<file path="src/hdl/mlfo_pkg.sv">
`default_nettype none

package mlfo_pkg;

    // width of the channel field of an item
    localparam int CHAN_W = 5;

    // depth is clamped to this many percent on a settings write
    localparam logic [6:0] DEPTH_MAX = 7'd100;

    // queue between front and back, and the result queue
    localparam int CMD_QDEPTH = 2;
    localparam int OUT_QDEPTH = 8;

    // coefficient numerators: 32768*200 + 100 and 16384*200 + 100
    localparam logic [22:0] AMP_BIAS = 23'd6553700;
    localparam logic signed [23:0] PAN_BIAS = 24'sd3276900;

    // floor(y / 25) = (y * DIV25_MUL) >> DIV25_SHIFT for y < 2^20
    localparam logic [20:0] DIV25_MUL = 21'd1342178;
    localparam int DIV25_SHIFT = 25;

    // pi/2 in Q30 and the Taylor divisors (2k)(2k+1)
    localparam logic [63:0] HALF_PI_Q30 = 64'd1686629713;
    localparam logic [63:0] SINE_DIV [6] = '{64'd6, 64'd20, 64'd42, 64'd72, 64'd110, 64'd156};

    typedef enum logic {
        CLS_TICK,
        CLS_WRITE
    } t_cls;

    typedef enum logic [2:0] {
        WAVE_SINE,
        WAVE_TRIANGLE,
        WAVE_SAW_UP,
        WAVE_SAW_DOWN,
        WAVE_SQUARE,
        WAVE_RANDOM
    } t_wave;

    typedef struct packed {
        logic              action;
        logic [4:0]        channel;
        logic              enabled;
        logic [2:0]        waveform;
        logic [6:0]        depth_pct;
        logic [23:0]       phase_step;
        logic [3:0]        targets;
        logic signed [15:0] random_sample;
    } t_in_item;

    typedef struct packed {
        logic [4:0]        out_channel;
        logic signed [15:0] lfo_value;
        logic [15:0]       amp_coef;
        logic [15:0]       pan_coef;
        logic [3:0]        target_mask;
        logic              wrapped;
    } t_out_item;

    // stored per-channel settings, 39 bits
    typedef struct packed {
        logic [3:0]  targets;
        logic [23:0] step;
        logic [6:0]  depth;
        t_wave       wave;
        logic        enabled;
    } t_settings;

    // classified item waiting for the back end
    typedef struct packed {
        t_cls              cls;
        logic [4:0]        channel;
        t_settings         settings;
        logic signed [15:0] random_sample;
    } t_cmd;

    // tick in flight through the waveform pipeline
    typedef struct packed {
        logic [4:0]        channel;
        t_wave             wave;
        logic [6:0]        depth;
        logic [3:0]        targets;
        logic              wrapped;
        logic signed [15:0] held;
    } t_tick;

    // quarter-wave sine entry in Q15, Taylor series in Q30
    function automatic logic [15:0] sine_entry(input int unsigned idx,
                                               input int unsigned tbits);
        logic [63:0] x;
        logic [63:0] mag;
        logic [63:0] q15;
        longint      sum;
        x = (HALF_PI_Q30 * 64'(idx)) >> tbits;
        mag = x;
        sum = longint'(x);
        for (int k = 0; k < 6; k++) begin
            mag = (mag * x) >> 30;
            mag = (mag * x) >> 30;
            mag = mag / SINE_DIV[k];
            if (k % 2 == 0) begin
                sum = sum - longint'(mag);
            end else begin
                sum = sum + longint'(mag);
            end
        end
        if (sum < 0) begin
            sum = 0;
        end
        q15 = (64'(sum) * 64'd32768 + 64'd536870912) >> 30;
        if (q15 > 64'd32767) begin
            q15 = 64'd32767;
        end
        return q15[15:0];
    endfunction

endpackage

`default_nettype wire

</file>
<file path="src/hdl/mlfo_outq.sv">
`default_nettype none

module mlfo_outq (
    input  wire                   i_clk,
    input  wire                   i_rst_n,
    input  wire                   i_push,
    input  mlfo_pkg::t_out_item   i_item,
    output logic                  o_empty,
    input  wire                   i_pop,
    output mlfo_pkg::t_out_item   o_item,
    output logic [$clog2(mlfo_pkg::OUT_QDEPTH+1)-1:0] o_count
);

    localparam int QPW = $clog2(mlfo_pkg::OUT_QDEPTH);
    localparam int QCW = $clog2(mlfo_pkg::OUT_QDEPTH + 1);

    mlfo_pkg::t_out_item r_q [mlfo_pkg::OUT_QDEPTH];
    logic [QPW-1:0] r_wptr, n_wptr;
    logic [QPW-1:0] r_rptr, n_rptr;
    logic [QCW-1:0] r_cnt, n_cnt;
    logic           w_pop;

    assign w_pop = i_pop && !o_empty;

    always_comb begin
        n_wptr = i_push ? r_wptr + QPW'(1) : r_wptr;
        n_rptr = w_pop ? r_rptr + QPW'(1) : r_rptr;
        n_cnt = r_cnt + QCW'(i_push) - QCW'(w_pop);
    end

    always_ff @(posedge i_clk) begin
        if (!i_rst_n) begin
            r_wptr <= '0;
            r_rptr <= '0;
            r_cnt <= '0;
        end else begin
            r_wptr <= n_wptr;
            r_rptr <= n_rptr;
            r_cnt <= n_cnt;
        end
    end

    always_ff @(posedge i_clk) begin
        if (i_push) begin
            r_q[r_wptr] <= i_item;
        end
    end

    assign o_empty = (r_cnt == '0);
    assign o_item = r_q[r_rptr];
    assign o_count = r_cnt;

endmodule

`default_nettype wire
</file>
<file path="config.mk">
export PLATFORM = sky130hd
export DESIGN_NAME = mlfo_outq
export DESIGN_NICKNAME = d
export VERILOG_FILES = /design/src/hdl/mlfo_pkg.sv /design/src/hdl/mlfo_outq.sv
export SDC_FILE = /design/constraint.sdc
export NUM_CORES = 1
export LEC_CHECK = 0
export BUFFER_PORTS_ARGS = -buffer_cell sky130_fd_sc_hd__buf_4
export CAP_MARGIN = 20
export CORE_ASPECT_RATIO = 0.6
export CORE_MARGIN = 1.5
export CORE_UTILIZATION = 50
export DETAILED_ROUTE_END_ITERATION = 12
export GPL_ROUTABILITY_DRIVEN = 0
export GPL_TIMING_DRIVEN = 0
export PLACE_DENSITY = 0.68
export SLEW_MARGIN = 30
export SYNTH_ARGS = -nofsm -noshare
export SYNTH_HDL_FRONTEND = slang
export SYNTH_SLANG_ARGS = --single-unit
</file>
<file path="constraint.sdc">
create_clock -name i_clk -period 11.8 [get_ports i_clk]
set_clock_uncertainty 0.1 [all_clocks]
set_input_delay 1.18 -clock i_clk [delete_from_list [all_inputs] [get_ports i_clk]]
set_output_delay 1.18 -clock i_clk [all_outputs]
set_load 0.005 [all_outputs]
</file>
==> metrics.md <==
| Metric | Value |
|---|---|
| Setup TNS Final | 0 ps |
| Post-route DRC violation count | 0 |
| Worst Setup End Kind | output pin |
| Register clock-pin slew on the reported worst setup and hold paths | around 60 ps |
| Die width | roughly 250 um |
| CTS Buffer Depth | 3 |
| Share of the synthesized area in the top cell type | 76.3% |
| Row count | 53 |
| Antenna Nets Post-Route | 0 |
| Cell taking the most area after synthesis | edfxtp_1 |
| Crit-path cells | buf_2 -> buf_2 -> buf_2 -> mux4_2 -> mux2_4 -> buf_4 |
| Core area | ~0.035 mm2 |
| Largest net degree at the start of global routing | 18 |
| WS Path Type | reg -> out |
| Sequential element share of the synthesized area | between 70% and 80% |
| Number of synthesized flops with an enable pin | approximately 460 |
| Initial antenna violation count | 0 |
| Top cell by count, worst path | buf_2 |
| Commonest non-fill, non-tap cell in the layout | edfxtp_1 |
| Yosys warns | 0 |
| Die height | between 150 and 200 um |
| Pre-CTS setup slack | 8470 ps |
| Root Buffer | clkbuf_16 |
| Post-synthesis average cell area | around 25 um2 |
| Max cap viols | 0 |
| Kind of cell adding the most delay to the critical path | buffers and inverters |
| Worst r2r src | o_count[2]$_SDFF_PN0_ |
| Die area | about 0.038 mm2 |
| CTS sink count | 477 |
| Pleak | between 7 and 8 nW |
| Worst EP required | roughly 11000 ps |
| Final setup fails | 0 |
| Setup Fix Bufs, Post-CTS | 0 |
| RSZ-0062 raised after global routing | false |
| Via count | around 8100 |
| H-tree levels | 2 |
| Flop-to-flop setup slack | slightly above 9000 ps |
| N_diodes | 0 |
| Max-slew headroom | between 30% and 40% |
| Synth top area cells | edfxtp_1 76%, mux4_2 13%, mux2_4 3.3%, dfxtp_1 1.4%, mux4_1 1.2% |
| Tcrit/Tclk final | 32.9% |
| Post-Syn Area | around 0.018 mm2 |
| CP arrival | around 2600 ps |
| Status | finished clean |
| Most frequent cells in the layout | 464 x edfxtp_1, 143 x buf_4, 108 x mux4_2, 45 x clkbuf_16, 40 x mux2_4 |
| Cell variety after synth | 31 |
| Vias/cell | 5.59 |
| CTS tree | built |
| Final WS setup | 7920 ps |
| Final #Nets | just over 1000 |
| Final Hold Fails | 0 |
| Total Wirelength | 35.7 mm |
| Share of layout cells above drive strength 1 | between 40 and 50% |
| Slowest Stage Delay on Critical Path | 370 ps |
| Pwr per Cell Area | ~180 mW/mm2 |
| Slew at the pin closest to its max-slew limit | approximately 970 ps |
| DR iter-0 viols | ~650 |
| Hold Crit Class | reg -> reg |
| R2R depth | 10 |
| Cells after Synth | around 740 |
| Critical Path Sink | o_item[26] |
| Syn_nets | between 800 and 900 |
| #FFs+latches synth | between 400 and 500 |
| CTS-repair resized insts | 0 |
| Hold Buf Count CTS | 0 |
| Drt wl/cell | about 25 um |
| Ports | ~130 |
| GRT Residual Overflow | 0 |
| Worst-Skew Late Latency | between 500 and 600 ps |
| Fmax | ~260 MHz |
| Tmin final | 3880 ps |
| Hold Path Depth | 2 |
| Area Growth Syn to Fin | 19.9% |
| Drt pass-1 iters | 4 |
| Worst path buffer plus inverter count | 4 |
| Core utilization of the finished layout | approximately three fifths |
| Max Slew Vio Count | 0 |
| Total placed instance area | 0.0206 mm2 |
| CP max stage cell | buf_2 |
| Number of global-route vias before repair | around 8400 |
| Worst r2r dst | o_count[2]$_SDFF_PN0_ |
| Initial core utilization | 51.5% |
| Ys flop type | edfxtp_1 |
| First-pass GRT wire length | 53.8 mm |
| Crit-path max FO | 10 |
| Design area | between 0.02 and 0.025 mm2 |
| Synth async-reset ratio | 0% |
| Total GRT Usage | 19.5% |
| Cell count along the critical path | 6 |
| PortBufs | roughly 120 |
| Detailed placer's ending HPWL | roughly 23 mm |
| Peak VDD IR | around 0.092 mV |
| CP Launch Type | register |
| Inserted Clock Buffers | 43 |
-- power breakdown --
| group | internal (mW) | switching [mW] | total (mW) | leakage [nW] |
|---|---|---|---|---|
| Clock | 0.699 | 0.579 | 1.28 | 0.629 |
| Sequential | 1.91 | 0.0161 | 1.93 | 4.32 |
| Combinational | 0.386 | 0.289 | 0.675 | 2.28 |
| Total | 2.99 | 0.884 | 3.88 | 7.23 |
-- through the flow --
step / hold slack, ps / power (mW) / instances
3_3_place_gp: 378 / 2.63 / 1332
4_1_cts: 427 / 3.93 / 1452
6_report: 425 / 3.88 / 1452
3_5_place_dp: 416 / 2.65 / 1376
2_1_floorplan: 364 / 2.37 / 741
5_1_grt: 472 / 4.02 / 1452
-- state kept, by name (all words and copies together) (netlist names), named ones only --
register / count
r_q: 464
r_rptr: 3
r_wptr: 3
o_count: 4
-- cell usage after synthesis (all sizes together), types with 2 or more instances --
master and instances:
mux2i 7, edfxtp 464, and2 5, ha 6
nand2b 6, nand2 8, mux2 58, clkbuf 14
xor2 2, buf 20, mux4 116, dfxtp 13
nor2 6, inv 3, a21boi 2, nor3 2
-- final cells by class --
class | count | area, um2
plain buffers | 34 | 241
fillers | 2434 | 13600
well taps | 467 | 584
repair buffers | 168 | 1720
inverters | 3 | 11.3
clock inverters | 20 | 105
clock buffers | 56 | 1170
flip-flops and latches | 477 | 14200
multi-input cells | 227 | 3880
-- logic make-up after synthesis --
kind of cell | Yosys count | share of synthesized area (%)
adder cells (fa/ha/maj) | 7 | 0.520
AND/OR/NAND/NOR | 31 | 0.863
buffers and inverters | 37 | 1.38
AO/OA/AOI/OAI | 5 | 0.178
XOR/XNOR | 3 | 0.144
flip-flops | 477 | 77.7
multiplexers | 181 | 19.2
-- routing by layer --
| layer | track usage, % | up-vias | wire, um |
|---|---|---|---|
| li1 | - | 3580 | - |
| met1 | 28.2 | 4309 | 16000 |
| met2 | 31.6 | 198 | 17400 |
| met3 | 4.02 | 36 | 1940 |
| met4 | 3.41 | 0 | 364 |
| met5 | 0 | - | 0 |
-- tightest hold or removal path, cell delays in order, from the launching register on --
cell      delay (ps)
dfxtp_1          300
o21ai_0           90
a21boi_0          90
-- worst min path at each step --
stage	start	to	slack [ps]
finish	r_rptr[2]$_SDFFE_PN0P_	r_rptr[2]$_SDFFE_PN0P_	430
global route	r_rptr[1]$_SDFFE_PN0P_	register	470
CTS	r_rptr[2]$_SDFFE_PN0P_	r_rptr[2]$_SDFFE_PN0P_	430
detailed placement	r_rptr[1]$_SDFFE_PN0P_	r_rptr[1]$_SDFFE_PN0P_	420
global placement	r_rptr[1]$_SDFFE_PN0P_	r_rptr[1]$_SDFFE_PN0P_	380
floorplan	r_rptr[1]$_SDFFE_PN0P_	register	360
(Power assumes the default switching activity.)
