--- src/hdl/mlfo_pkg.sv ---
`default_nettype none

package mlfo_pkg;

    // width of the channel field of an item
    localparam int CHAN_W = 5;

    // depth is clamped to this many percent on a settings write
    localparam logic [6:0] DEPTH_MAX = 7'd100;

    // queue between front and back, and the result queue
    localparam int CMD_QDEPTH = 2;
    localparam int OUT_QDEPTH = 8;

    // coefficient numerators: 32768*200 + 100 and 16384*200 + 100
    localparam logic [22:0] AMP_BIAS = 23'd6553700;
    localparam logic signed [23:0] PAN_BIAS = 24'sd3276900;

    // floor(y / 25) = (y * DIV25_MUL) >> DIV25_SHIFT for y < 2^20
    localparam logic [20:0] DIV25_MUL = 21'd1342178;
    localparam int DIV25_SHIFT = 25;

    // pi/2 in Q30 and the Taylor divisors (2k)(2k+1)
    localparam logic [63:0] HALF_PI_Q30 = 64'd1686629713;
    localparam logic [63:0] SINE_DIV [6] = '{64'd6, 64'd20, 64'd42, 64'd72, 64'd110, 64'd156};

    typedef enum logic {
        CLS_TICK,
        CLS_WRITE
    } t_cls;

    typedef enum logic [2:0] {
        WAVE_SINE,
        WAVE_TRIANGLE,
        WAVE_SAW_UP,
        WAVE_SAW_DOWN,
        WAVE_SQUARE,
        WAVE_RANDOM
    } t_wave;

    typedef struct packed {
        logic              action;
        logic [4:0]        channel;
        logic              enabled;
        logic [2:0]        waveform;
        logic [6:0]        depth_pct;
        logic [23:0]       phase_step;
        logic [3:0]        targets;
        logic signed [15:0] random_sample;
    } t_in_item;

    typedef struct packed {
        logic [4:0]        out_channel;
        logic signed [15:0] lfo_value;
        logic [15:0]       amp_coef;
        logic [15:0]       pan_coef;
        logic [3:0]        target_mask;
        logic              wrapped;
    } t_out_item;

    // stored per-channel settings, 39 bits
    typedef struct packed {
        logic [3:0]  targets;
        logic [23:0] step;
        logic [6:0]  depth;
        t_wave       wave;
        logic        enabled;
    } t_settings;

    // classified item waiting for the back end
    typedef struct packed {
        t_cls              cls;
        logic [4:0]        channel;
        t_settings         settings;
        logic signed [15:0] random_sample;
    } t_cmd;

    // tick in flight through the waveform pipeline
    typedef struct packed {
        logic [4:0]        channel;
        t_wave             wave;
        logic [6:0]        depth;
        logic [3:0]        targets;
        logic              wrapped;
        logic signed [15:0] held;
    } t_tick;

    // quarter-wave sine entry in Q15, Taylor series in Q30
    function automatic logic [15:0] sine_entry(input int unsigned idx,
                                               input int unsigned tbits);
        logic [63:0] x;
        logic [63:0] mag;
        logic [63:0] q15;
        longint      sum;
        x = (HALF_PI_Q30 * 64'(idx)) >> tbits;
        mag = x;
        sum = longint'(x);
        for (int k = 0; k < 6; k++) begin
            mag = (mag * x) >> 30;
            mag = (mag * x) >> 30;
            mag = mag / SINE_DIV[k];
            if (k % 2 == 0) begin
                sum = sum - longint'(mag);
            end else begin
                sum = sum + longint'(mag);
            end
        end
        if (sum < 0) begin
            sum = 0;
        end
        q15 = (64'(sum) * 64'd32768 + 64'd536870912) >> 30;
        if (q15 > 64'd32767) begin
            q15 = 64'd32767;
        end
        return q15[15:0];
    endfunction

endpackage

`default_nettype wire

--- src/hdl/mlfo_front.sv ---
`default_nettype none

module mlfo_front #(
    parameter int CHANNELS = 32
) (
    input  wire                  i_clk,
    input  wire                  i_rst_n,
    input  wire                  i_push,
    input  mlfo_pkg::t_in_item   i_item,
    output logic                 o_full,
    input  wire                  i_pop,
    output logic                 o_valid,
    output mlfo_pkg::t_cmd       o_cmd
);

    localparam int QPW = $clog2(mlfo_pkg::CMD_QDEPTH);
    localparam int QCW = $clog2(mlfo_pkg::CMD_QDEPTH + 1);

    mlfo_pkg::t_cmd r_q [mlfo_pkg::CMD_QDEPTH];
    logic [QPW-1:0] r_wptr, n_wptr;
    logic [QPW-1:0] r_rptr, n_rptr;
    logic [QCW-1:0] r_cnt, n_cnt;

    logic           w_in_range;
    logic           w_take;
    logic           w_pop;
    mlfo_pkg::t_cmd w_cmd;

    // out-of-range channels are accepted and dropped here
    assign w_in_range = 9'(i_item.channel) < 9'(CHANNELS);
    assign w_take = i_push && !o_full && w_in_range;
    assign w_pop = i_pop && o_valid;

    always_comb begin
        w_cmd.cls = i_item.action ? mlfo_pkg::CLS_WRITE : mlfo_pkg::CLS_TICK;
        w_cmd.channel = i_item.channel;
        w_cmd.settings.enabled = i_item.enabled;
        w_cmd.settings.wave = mlfo_pkg::t_wave'(i_item.waveform);
        w_cmd.settings.depth = (i_item.depth_pct > mlfo_pkg::DEPTH_MAX) ?
                               mlfo_pkg::DEPTH_MAX : i_item.depth_pct;
        w_cmd.settings.step = i_item.phase_step;
        w_cmd.settings.targets = i_item.targets;
        w_cmd.random_sample = i_item.random_sample;
    end

    always_comb begin
        n_wptr = w_take ? r_wptr + QPW'(1) : r_wptr;
        n_rptr = w_pop ? r_rptr + QPW'(1) : r_rptr;
        n_cnt = r_cnt + QCW'(w_take) - QCW'(w_pop);
    end

    always_ff @(posedge i_clk) begin
        if (!i_rst_n) begin
            r_wptr <= '0;
            r_rptr <= '0;
            r_cnt <= '0;
        end else begin
            r_wptr <= n_wptr;
            r_rptr <= n_rptr;
            r_cnt <= n_cnt;
        end
    end

    always_ff @(posedge i_clk) begin
        if (w_take) begin
            r_q[r_wptr] <= w_cmd;
        end
    end

    assign o_full = (r_cnt == QCW'(mlfo_pkg::CMD_QDEPTH));
    assign o_valid = (r_cnt != '0);
    assign o_cmd = r_q[r_rptr];

endmodule

`default_nettype wire

--- config.mk ---
export PLATFORM = sky130hd
export DESIGN_NAME = mlfo_front
export DESIGN_NICKNAME = d
export VERILOG_FILES = /design/src/hdl/mlfo_pkg.sv /design/src/hdl/mlfo_front.sv
export SDC_FILE = /design/constraint.sdc
export NUM_CORES = 1
export LEC_CHECK = 0
export BUFFER_PORTS_ARGS = -buffer_cell sky130_fd_sc_hd__buf_4
export CORE_MARGIN = 2
export CORE_UTILIZATION = 35
export DETAILED_ROUTE_END_ITERATION = 10
export PLACE_DENSITY = 0.71
export SLEW_MARGIN = 25
export SYNTH_ARGS = -nofsm -noshare
export SYNTH_HDL_FRONTEND = slang
export SYNTH_SLANG_ARGS = --single-unit
--- constraint.sdc ---
create_clock -name i_clk -period 3.48 [get_ports i_clk]
set_input_delay 0.174 -clock i_clk [delete_from_list [all_inputs] [get_ports i_clk]]
set_output_delay 0.174 -clock i_clk [all_outputs]
set_load 0.02 [all_outputs]
==> results of run 1 <==
==> timing repair <==
item                                   4_1_cts  5_1_grt
endpoints found under the hold margin      113        0
hold buffers                                57        0
gates resized for setup                      0        0
==> area by class of cell <==
cell class              count  share of cell area (%)
repair buffers            189                    22.2
flip-flops and latches    127                    52.2
clock inverters             9                   0.972
clock buffers              22                    6.16
multi-input cells          88                    15.2
inverters                   3                   0.156
well taps                 180                    3.12
==> placed cells by master, fill, tap and decap left out <==
cell	count
sky130_fd_sc_hd__o311ai_0	1
sky130_fd_sc_hd__dlygate4sd3_1	57
sky130_fd_sc_hd__or2_2	1
sky130_fd_sc_hd__and3_2	1
sky130_fd_sc_hd__clkbuf_1	5
sky130_fd_sc_hd__and2_1	6
sky130_fd_sc_hd__bufinv_16	1
sky130_fd_sc_hd__inv_1	3
sky130_fd_sc_hd__o21bai_1	1
sky130_fd_sc_hd__nor3_1	1
sky130_fd_sc_hd__clkbuf_16	17
sky130_fd_sc_hd__o21a_1	1
sky130_fd_sc_hd__dfxtp_4	1
sky130_fd_sc_hd__xnor2_1	1
sky130_fd_sc_hd__buf_12	3
sky130_fd_sc_hd__nor2_1	4
sky130_fd_sc_hd__mux2_2	1
sky130_fd_sc_hd__clkinv_2	5
sky130_fd_sc_hd__clkinv_1	2
sky130_fd_sc_hd__xor2_1	1
sky130_fd_sc_hd__clkinvlp_4	1
sky130_fd_sc_hd__mux2i_1	1
sky130_fd_sc_hd__ha_1	2
sky130_fd_sc_hd__edfxtp_1	122
sky130_fd_sc_hd__nor2_4	1
sky130_fd_sc_hd__nand2_1	3
sky130_fd_sc_hd__buf_4	129
sky130_fd_sc_hd__nand2b_1	2
sky130_fd_sc_hd__dfxtp_1	4
sky130_fd_sc_hd__mux2_4	60
==> per-layer routing <==
metal  part of all wire [%]  track usage (%)  vias to the layer above
li1                       -                -                     1277
met1                     42             13.3                     1292
met2                     52             21.9                       76
met3                    5.4             5.07                       13
met4                    1.1             4.47                        0
met5                      0                0                        -
==> power groups by stage <==
stage	Combinational (mW)	Sequential, mW	Clock [mW]
CTS	1.73	2.14	1.57
finish	1.72	2.13	1.54
floorplan	1.24	2.06	0
global placement	1.66	2.15	0
detailed placement	1.68	2.16	0
global route	1.83	2.15	1.65
==> worst max-delay path: stages (launching register included) <==
cell	delay, ns
sky130_fd_sc_hd__dfxtp_4	0.78
sky130_fd_sc_hd__buf_4	0.41
sky130_fd_sc_hd__mux2_4	0.34
sky130_fd_sc_hd__buf_4	0.16
==> sequential cells by signal, indices dropped and copies added, names as in the netlist, named ones only <==
register	count
r_q	122
r_cnt	2
r_rptr	1
r_wptr	1
==> cells by family (layout without fill, tap and decap cells) <==
family                     after synthesis  after routing  share of synthesized area (%)
AOI/OAI and AO/OA                        3              3                          0.476
xor gates and xnor gates                 2              2                          0.350
adders and majority gates                2              2                          0.500
buffers and inverters                   12            223                           3.00
DFF                                    127            127                           75.3
muxes                                   62             62                           18.4
and+or+nand+nor                         19             19                           1.95
==> worst max-delay path by stage <==
stage                 end  depth (start not counted)     start
3_5_place_dp   r_q[0][48]                          4  r_cnt[0]
4_1_cts          o_cmd[5]                          3      flop
3_3_place_gp   r_q[0][27]                          4  r_cnt[0]
2_1_floorplan   r_q[0][0]                          3  r_cnt[0]
5_1_grt         o_cmd[35]                          3      flop
6_report         o_cmd[5]                          3      flop
==> through the flow <==
step	instance area [µm²]	util, %
after CTS	7190	51.6
after floorplan	5000	-
after detailed placement	6110	43.8
after global routing	7210	51.8
after global placement	6110	43.8
final	7210	51.8
==> out/metrics.yaml, run 1 <==
synth:
  proportion_of_synthesized_flip_flops_having_asynchronous_set_or_reset_pct: 0
  synth_sequential_area_ratio_pct: 75.3
  post_synth_inst_count: 227
  synth_top_cells_by_area: "sky130_fd_sc_hd__edfxtp_1 (73%), sky130_fd_sc_hd__mux2_4 (18%), sky130_fd_sc_hd__buf_12 (2.4%)"
  edff_count_synth: 122
  synth_most_common_cell: "sky130_fd_sc_hd__edfxtp_1"
  synth.cell_area_um2: 5000
  ys_ff_latch: 127
  ys_warn_count: 0
  netlist-cell-type-count: 22
  synth_top_cell_area_share_pct: 73.3
  syn_nets: 294
  ys.flop_type: "sky130_fd_sc_hd__edfxtp_1"
  synthTopCellsByCount: "sky130_fd_sc_hd__edfxtp_1 (122), sky130_fd_sc_hd__mux2_4 (60), sky130_fd_sc_hd__and2_1 (6), sky130_fd_sc_hd__buf_12 (6)"
  synthDominantAreaCellType: "sky130_fd_sc_hd__edfxtp_1"
  avgSynthCellArea_um2: 22.0
sta:
  report.final.setup_viol: 0
  clock-skew-final_ns: 0.0101
  timing.fmax_mhz: 435
  maxSlewViolCount: 0
  post_layout_worst_setup_margin_ns: 1.18
  layout_min_cycle_time_ns: 2.30
  hold_ws_ns: 0.0754
  worst_pin_slew_ns: 0.788
  final_min_period_over_clock_period_pct: 66.0
  fin_tns_setup_ns: 0
  slew_headroom_pct: 47.4
  rsz_0062_raised_after_global_routing: "no"
  report.final.hold_viol_count: 0
run:
  cap_viol_max_count: 0
floorplanning:
  io_pins: 128
  dieHeight_um: 124
  design.core.area_um2: 13900
  floorplan.die_area_um2: 15300
  floorplan.initialDensity_pct: 35.9
  die_width_um: 124
  rows: 43
clocking:
  cts_buffers: 17
  cts_tree: "yes"
  cts.repair_timing.setup_buffer_count: 0
  worst_setup_hold_path_clk_slew_ns: 0.06
  cts.htree.levels: 4
  cts.sink_count: 127
  ctsRootBufferMaster: "sky130_fd_sc_hd__clkbuf_16"
  clock_tree.buffer_depth: 2
  worst_skew_pair.late_latency_ns: 0.41
outcome:
  status: "finished clean"
global_route:
  grt_pass1_vias: 2914
  gr-total-overflow: 0
  grt_first_pass_wirelength_mm: 13.8
  groute.usage.overall_pct: 12.4
  pin_count_of_the_biggest_net_entering_global_routing: 36
  grt_antenna_before_repair: 0
power_and_ir_drop:
  totalPowerFinal_mw: 5.39
  leakage_nw: 2.86
  switching_share_pct: 28.6
  peak_ir_drop_on_the_vdd_network_mv: 0.399
  power.net_switching_mw: 1.54
  seq_power_share_pct: 39.5
  internal_power_mw: 3.85
  power_frac_comb_pct: 32.0
  power.density_cell_area_nw_per_um2: 747
  clkPwrFrac_pct: 28.5
worst_setup_path:
  critical_path_required_ns: 3.31
  regToRegEndpoint: "r_q[1][27]"
  cp_data_arrival_time_ns: 2.12
  reg2reg_setup_slack_ns: 1.60
  kind_of_start_point_of_the_critical_path: "flop"
  r2r.worst_path.cells: 3
  timing.setup.critical_path_class: "flop to output pin"
  timing.critical_path.to_type: "output pin"
  reg2reg_from: "r_cnt[0]"
  crit_path_max_fanout: 35
final_layout:
  fin_nets: 493
  post_layout_nonfiller_instances: 618
  insertedDiodeCount: 0
  layout.filler_cells: 1140
  multi_input_comb_area_um2: 1090
  drive_gt1_share_pct: 50.5
  ff_latch_area_um2: 3770
  syn2layout_area_growth_pct: 44.2
routing:
  ant_nets: 0
  route.detailed.vias_per_inst: 4.30
  pre_repair_dr_iteration_count: 4
  finalWirelength_mm: 9.23
  drt_first_iter_violations: 137
  wl_per_cell_um: 14.9
  detailroute.via_count: 2658
  remaining_drc_errors: 0
worst_hold_path:
  hp_class: "input pin to flop"
  start_point_of_the_worst_hold_path: "i_item[45]"
  timing.hold.worst_endpoint: "r_q[1][21]"
  holdPathStages: 2
place:
  io_buffers: 127
  place_worst_setup_slack_ns: 1.37
  post-place-cells: 529
  globalplace.congestion: 0.652
  dp_hpwl_mm: 5.68
Note: power is estimated with default switching activity, not from simulation.
==> run 2: changes to the inputs <==
- ABC_AREA: unset -> 1
- clock period: 3.48 -> 2.1 ns (I/O delays scaled with it)
==> run 2 against run 1 <==
  * Worst hold slack got worse by 0.051 ns
  * Setup slack got worse by 0.89 ns
  * Sequential share of layout area fell by 1.2 points
  * Clock skew fell by 0.0053 ns
  * Via count rose by 5.0%
  * Clock-buffer cell count did not move
  * Utilization rose by 1.2 points
  * Largest power group unchanged
  * Synthesized area rose by 0.55%
  * Clock power rose by 97%
  * Register-to-register slack got worse by 1.3 ns
==> out/metrics.yaml, run 2 <==
synth:
  synthTopCellsByCount: "sky130_fd_sc_hd__edfxtp_1 (122), sky130_fd_sc_hd__mux2_4 (60), sky130_fd_sc_hd__inv_1 (14)"  # was sky130_fd_sc_hd__edfxtp_1 (122), sky130_fd_sc_hd__mux2_4 (60), sky130_fd_sc_hd__and2_1 (6), sky130_fd_sc_hd__buf_12 (6)
  syn_nets: 312  # was 294
  proportion_of_synthesized_flip_flops_having_asynchronous_set_or_reset_pct: 0  # unchanged
  synth_most_common_cell: "sky130_fd_sc_hd__edfxtp_1"  # unchanged
  synth.cell_area_um2: 5030  # was 5000 µm²
  netlist-cell-type-count: 14  # was 22
  synth_top_cells_by_area: "sky130_fd_sc_hd__edfxtp_1 (73%), sky130_fd_sc_hd__mux2_4 (18%), sky130_fd_sc_hd__buf_12 (2.4%)"  # unchanged
  ys.flop_type: "sky130_fd_sc_hd__edfxtp_1"  # unchanged
  synth_sequential_area_ratio_pct: 74.9  # was 75.3%
  edff_count_synth: 122  # unchanged
  avgSynthCellArea_um2: 20.5  # was 22.0 µm²
  ys_warn_count: 0  # unchanged
  ys_ff_latch: 127  # unchanged
  synthDominantAreaCellType: "sky130_fd_sc_hd__edfxtp_1"  # unchanged
  post_synth_inst_count: 245  # was 227
  synth_top_cell_area_share_pct: 72.9  # was 73.3%
place:
  io_buffers: 127  # unchanged
  dp_hpwl_mm: 5.94  # was 5.68 mm
  place_area_um2: 6170  # was 6110 µm²
  globalplace.congestion: 0.702  # was 0.652
sta:
  clock-skew-final_ns: 0.00479  # was 0.0101 ns
  timing.fmax_mhz: 553
  worst_pin_slew_ns: 0.431  # was 0.788 ns
  slew_headroom_pct: 71.3  # was 47.4%
  report.final.setup_viol: 0  # unchanged
  maxSlewViolCount: 0  # unchanged
  final_min_period_over_clock_period_pct: 86.1
  layout_min_cycle_time_ns: 1.81
  rsz_0062_raised_after_global_routing: "no"  # unchanged
  report.final.hold_viol_count: 0  # unchanged
  fin_tns_setup_ns: 0  # unchanged
clocking:
  worst_setup_hold_path_clk_slew_ns: 0.05  # was 0.06 ns
  cts_tree: "yes"  # unchanged
  cts_buffers: 17  # unchanged
  cts_resized: 0  # unchanged
  worst_skew_pair.late_latency_ns: 0.40  # was 0.41 ns
  clock_tree.buffer_depth: 2  # unchanged
  ctsRootBufferMaster: "sky130_fd_sc_hd__clkbuf_16"  # unchanged
  cts.sink_count: 127  # unchanged
  cts.htree.levels: 4  # unchanged
  postCtsHoldBufs: 58  # was 57
  cts.repair_timing.setup_buffer_count: 0  # unchanged
worst_setup_path:
  kind_of_start_point_of_the_critical_path: "flop"  # unchanged
  timing.setup.critical_path_class: "flop to flop"  # was flop to output pin
  timing.critical_path.to_type: "flop"  # was output pin
  regToRegEndpoint: "r_cnt[1]"  # was r_q[1][27]
  setup.worst_path.start: "r_cnt[0]"
  reg2reg_setup_slack_ns: 0.29  # was 1.60 ns
  critical_path_required_ns: 2.39  # was 3.31 ns
  cp_data_arrival_time_ns: 2.10  # was 2.12 ns
  r2r.worst_path.cells: 10  # was 3
  crit_path_to: "r_cnt[1]"  # was o_cmd[5]
  crit_path_max_fanout: 4  # was 35
  reg2reg_from: "r_cnt[0]"  # unchanged
final_layout:
  layout.cell_area.non_filler_um2: 7380  # was 7210 µm²
  insertedDiodeCount: 0  # unchanged
  fin_nets: 512  # was 493
  max_flop_register: "r_q"  # unchanged
  syn2layout_area_growth_pct: 46.7  # was 44.2%
  biggest_regs: "r_q: 122 flops, r_cnt: 2 flops"  # unchanged
  drive_gt1_share_pct: 49.1  # was 50.5%
  layout.cells.most_common: "sky130_fd_sc_hd__buf_4"  # unchanged
  final_cell_mix: "sky130_fd_sc_hd__buf_4 (128), sky130_fd_sc_hd__edfxtp_1 (122), sky130_fd_sc_hd__mux2_4 (60)"  # was sky130_fd_sc_hd__buf_4 (129), sky130_fd_sc_hd__edfxtp_1 (122), sky130_fd_sc_hd__mux2_4 (60)
  largest_reg_flops: 122  # unchanged
routing:
  remaining_drc_errors: 0  # unchanged
  route.detailed.vias_per_inst: 4.38  # was 4.30
  ant_nets: 0  # unchanged
  detailroute.via_count: 2792  # was 2658
  finalWirelength_mm: 9.21  # was 9.23 mm
  wl_per_cell_um: 14.4  # was 14.9 µm
  pre_repair_dr_iteration_count: 4  # unchanged
  drt_first_iter_violations: 184  # was 137
global_route:
  grt_pass1_vias: 2947  # was 2914
  groute.usage.overall_pct: 12.4  # about the same
  grt_antenna_before_repair: 0  # unchanged
  pin_count_of_the_biggest_net_entering_global_routing: 62  # was 36
  gr-total-overflow: 0  # unchanged
  grt_first_pass_wirelength_mm: 13.8  # about the same
floorplanning:
  floorplan.die_area_um2: 15300  # about the same
  design.core.area_um2: 13900  # unchanged
  io_pins: 128  # unchanged
  dieHeight_um: 124  # about the same
  floorplan.initialDensity_pct: 36.1  # was 35.9%
  die_width_um: 124  # about the same
  rows: 43  # unchanged
worst_hold_path:
  hp_class: "input pin to flop"  # unchanged
run:
  cap_viol_max_count: 0  # unchanged
power_and_ir_drop:
  leakage_nw: 2.95  # was 2.86 nW
  peak_ir_drop_on_the_vdd_network_mv: 0.764  # was 0.399 mV
  power.density_cell_area_nw_per_um2: 1210  # was 747 nW/µm²
outcome:
  status: "finished clean"  # unchanged
-- run 2: cell families after synthesis --
kind of cell,share of synthesized area (%)
fa+ha+maj,0.498
flops,74.9
mux,18.1
simple gates,1.94
buf+inv,3.81
compound gates,0.747
-- run 2: per-layer routing --
metal  part of all wire [%]  routed length [µm]  global-route usage, %  vias to the layer above
li1                       -                   -                      -                     1325
met1                     41                3770                   13.5                     1354
met2                     51                4710                   21.2                       95
met3                    6.1                 562                   4.95                       18
met4                    1.9                 171                   5.33                        0
met5                      0                   0                      0                        -
-- run 2: worst min-delay path by stage --
stage / from / end / cells past startpoint / slack, ns
floorplan: i_rst_n / r_cnt[0] / 2 / 0.20
global placement: i_item[18] / r_q[1][53] / 1 / 0.29
detailed placement: i_item[14] / r_q[1][14] / 1 / 0.29
CTS: i_pop / flop / 4 / 0.003
global route: i_item[47] / r_q[1][23] / 3 / 0.05
finish: i_pop / flop / 4 / 0.02
-- run 2: through the flow --
step	worst slack, ns	power [mW]	hold WS (ns)	utilization, %	instances
floorplan	0.0841	5.11	0.198	-	245
global placement	0.457	5.87	0.291	44.3	548
finish	0.293	8.95	0.0241	52.9	638
global route	0.134	9.35	0.0501	52.9	638
detailed placement	0.345	5.93	0.293	44.3	548
CTS	0.293	9.07	0.00255	52.9	638
-- run 2: worst max-delay path, cell delays in order (launching register included) --
cell and delay, ns:
sky130_fd_sc_hd__dfxtp_1 0.37, sky130_fd_sc_hd__inv_1 0.07, sky130_fd_sc_hd__a21oi_1 0.25, sky130_fd_sc_hd__inv_1 0.14, sky130_fd_sc_hd__ha_1 0.29, sky130_fd_sc_hd__inv_1 0.04
sky130_fd_sc_hd__ha_1 0.20, sky130_fd_sc_hd__inv_1 0.07, sky130_fd_sc_hd__nand2_1 0.06, sky130_fd_sc_hd__a21oi_1 0.16, sky130_fd_sc_hd__nor2_1 0.06
-- run 2: final cells by class --
cell class	count	area, µm²
Clock buffer	22	464
Clock inverter	10	161
Fill cell	1109	6560
Inverter	14	56.3
Multi-Input combinational cell	95	1080
Sequential cell	127	3770
Tap cell	180	225
Timing Repair Buffer	190	1620
-- run 2: report_power, final --
part / switching (mW) / total, mW / internal [mW]
registers: 0.107 / 3.33 / 3.22
logic: 1.30 / 2.60 / 1.30
clock network: 0.984 / 3.03 / 2.04
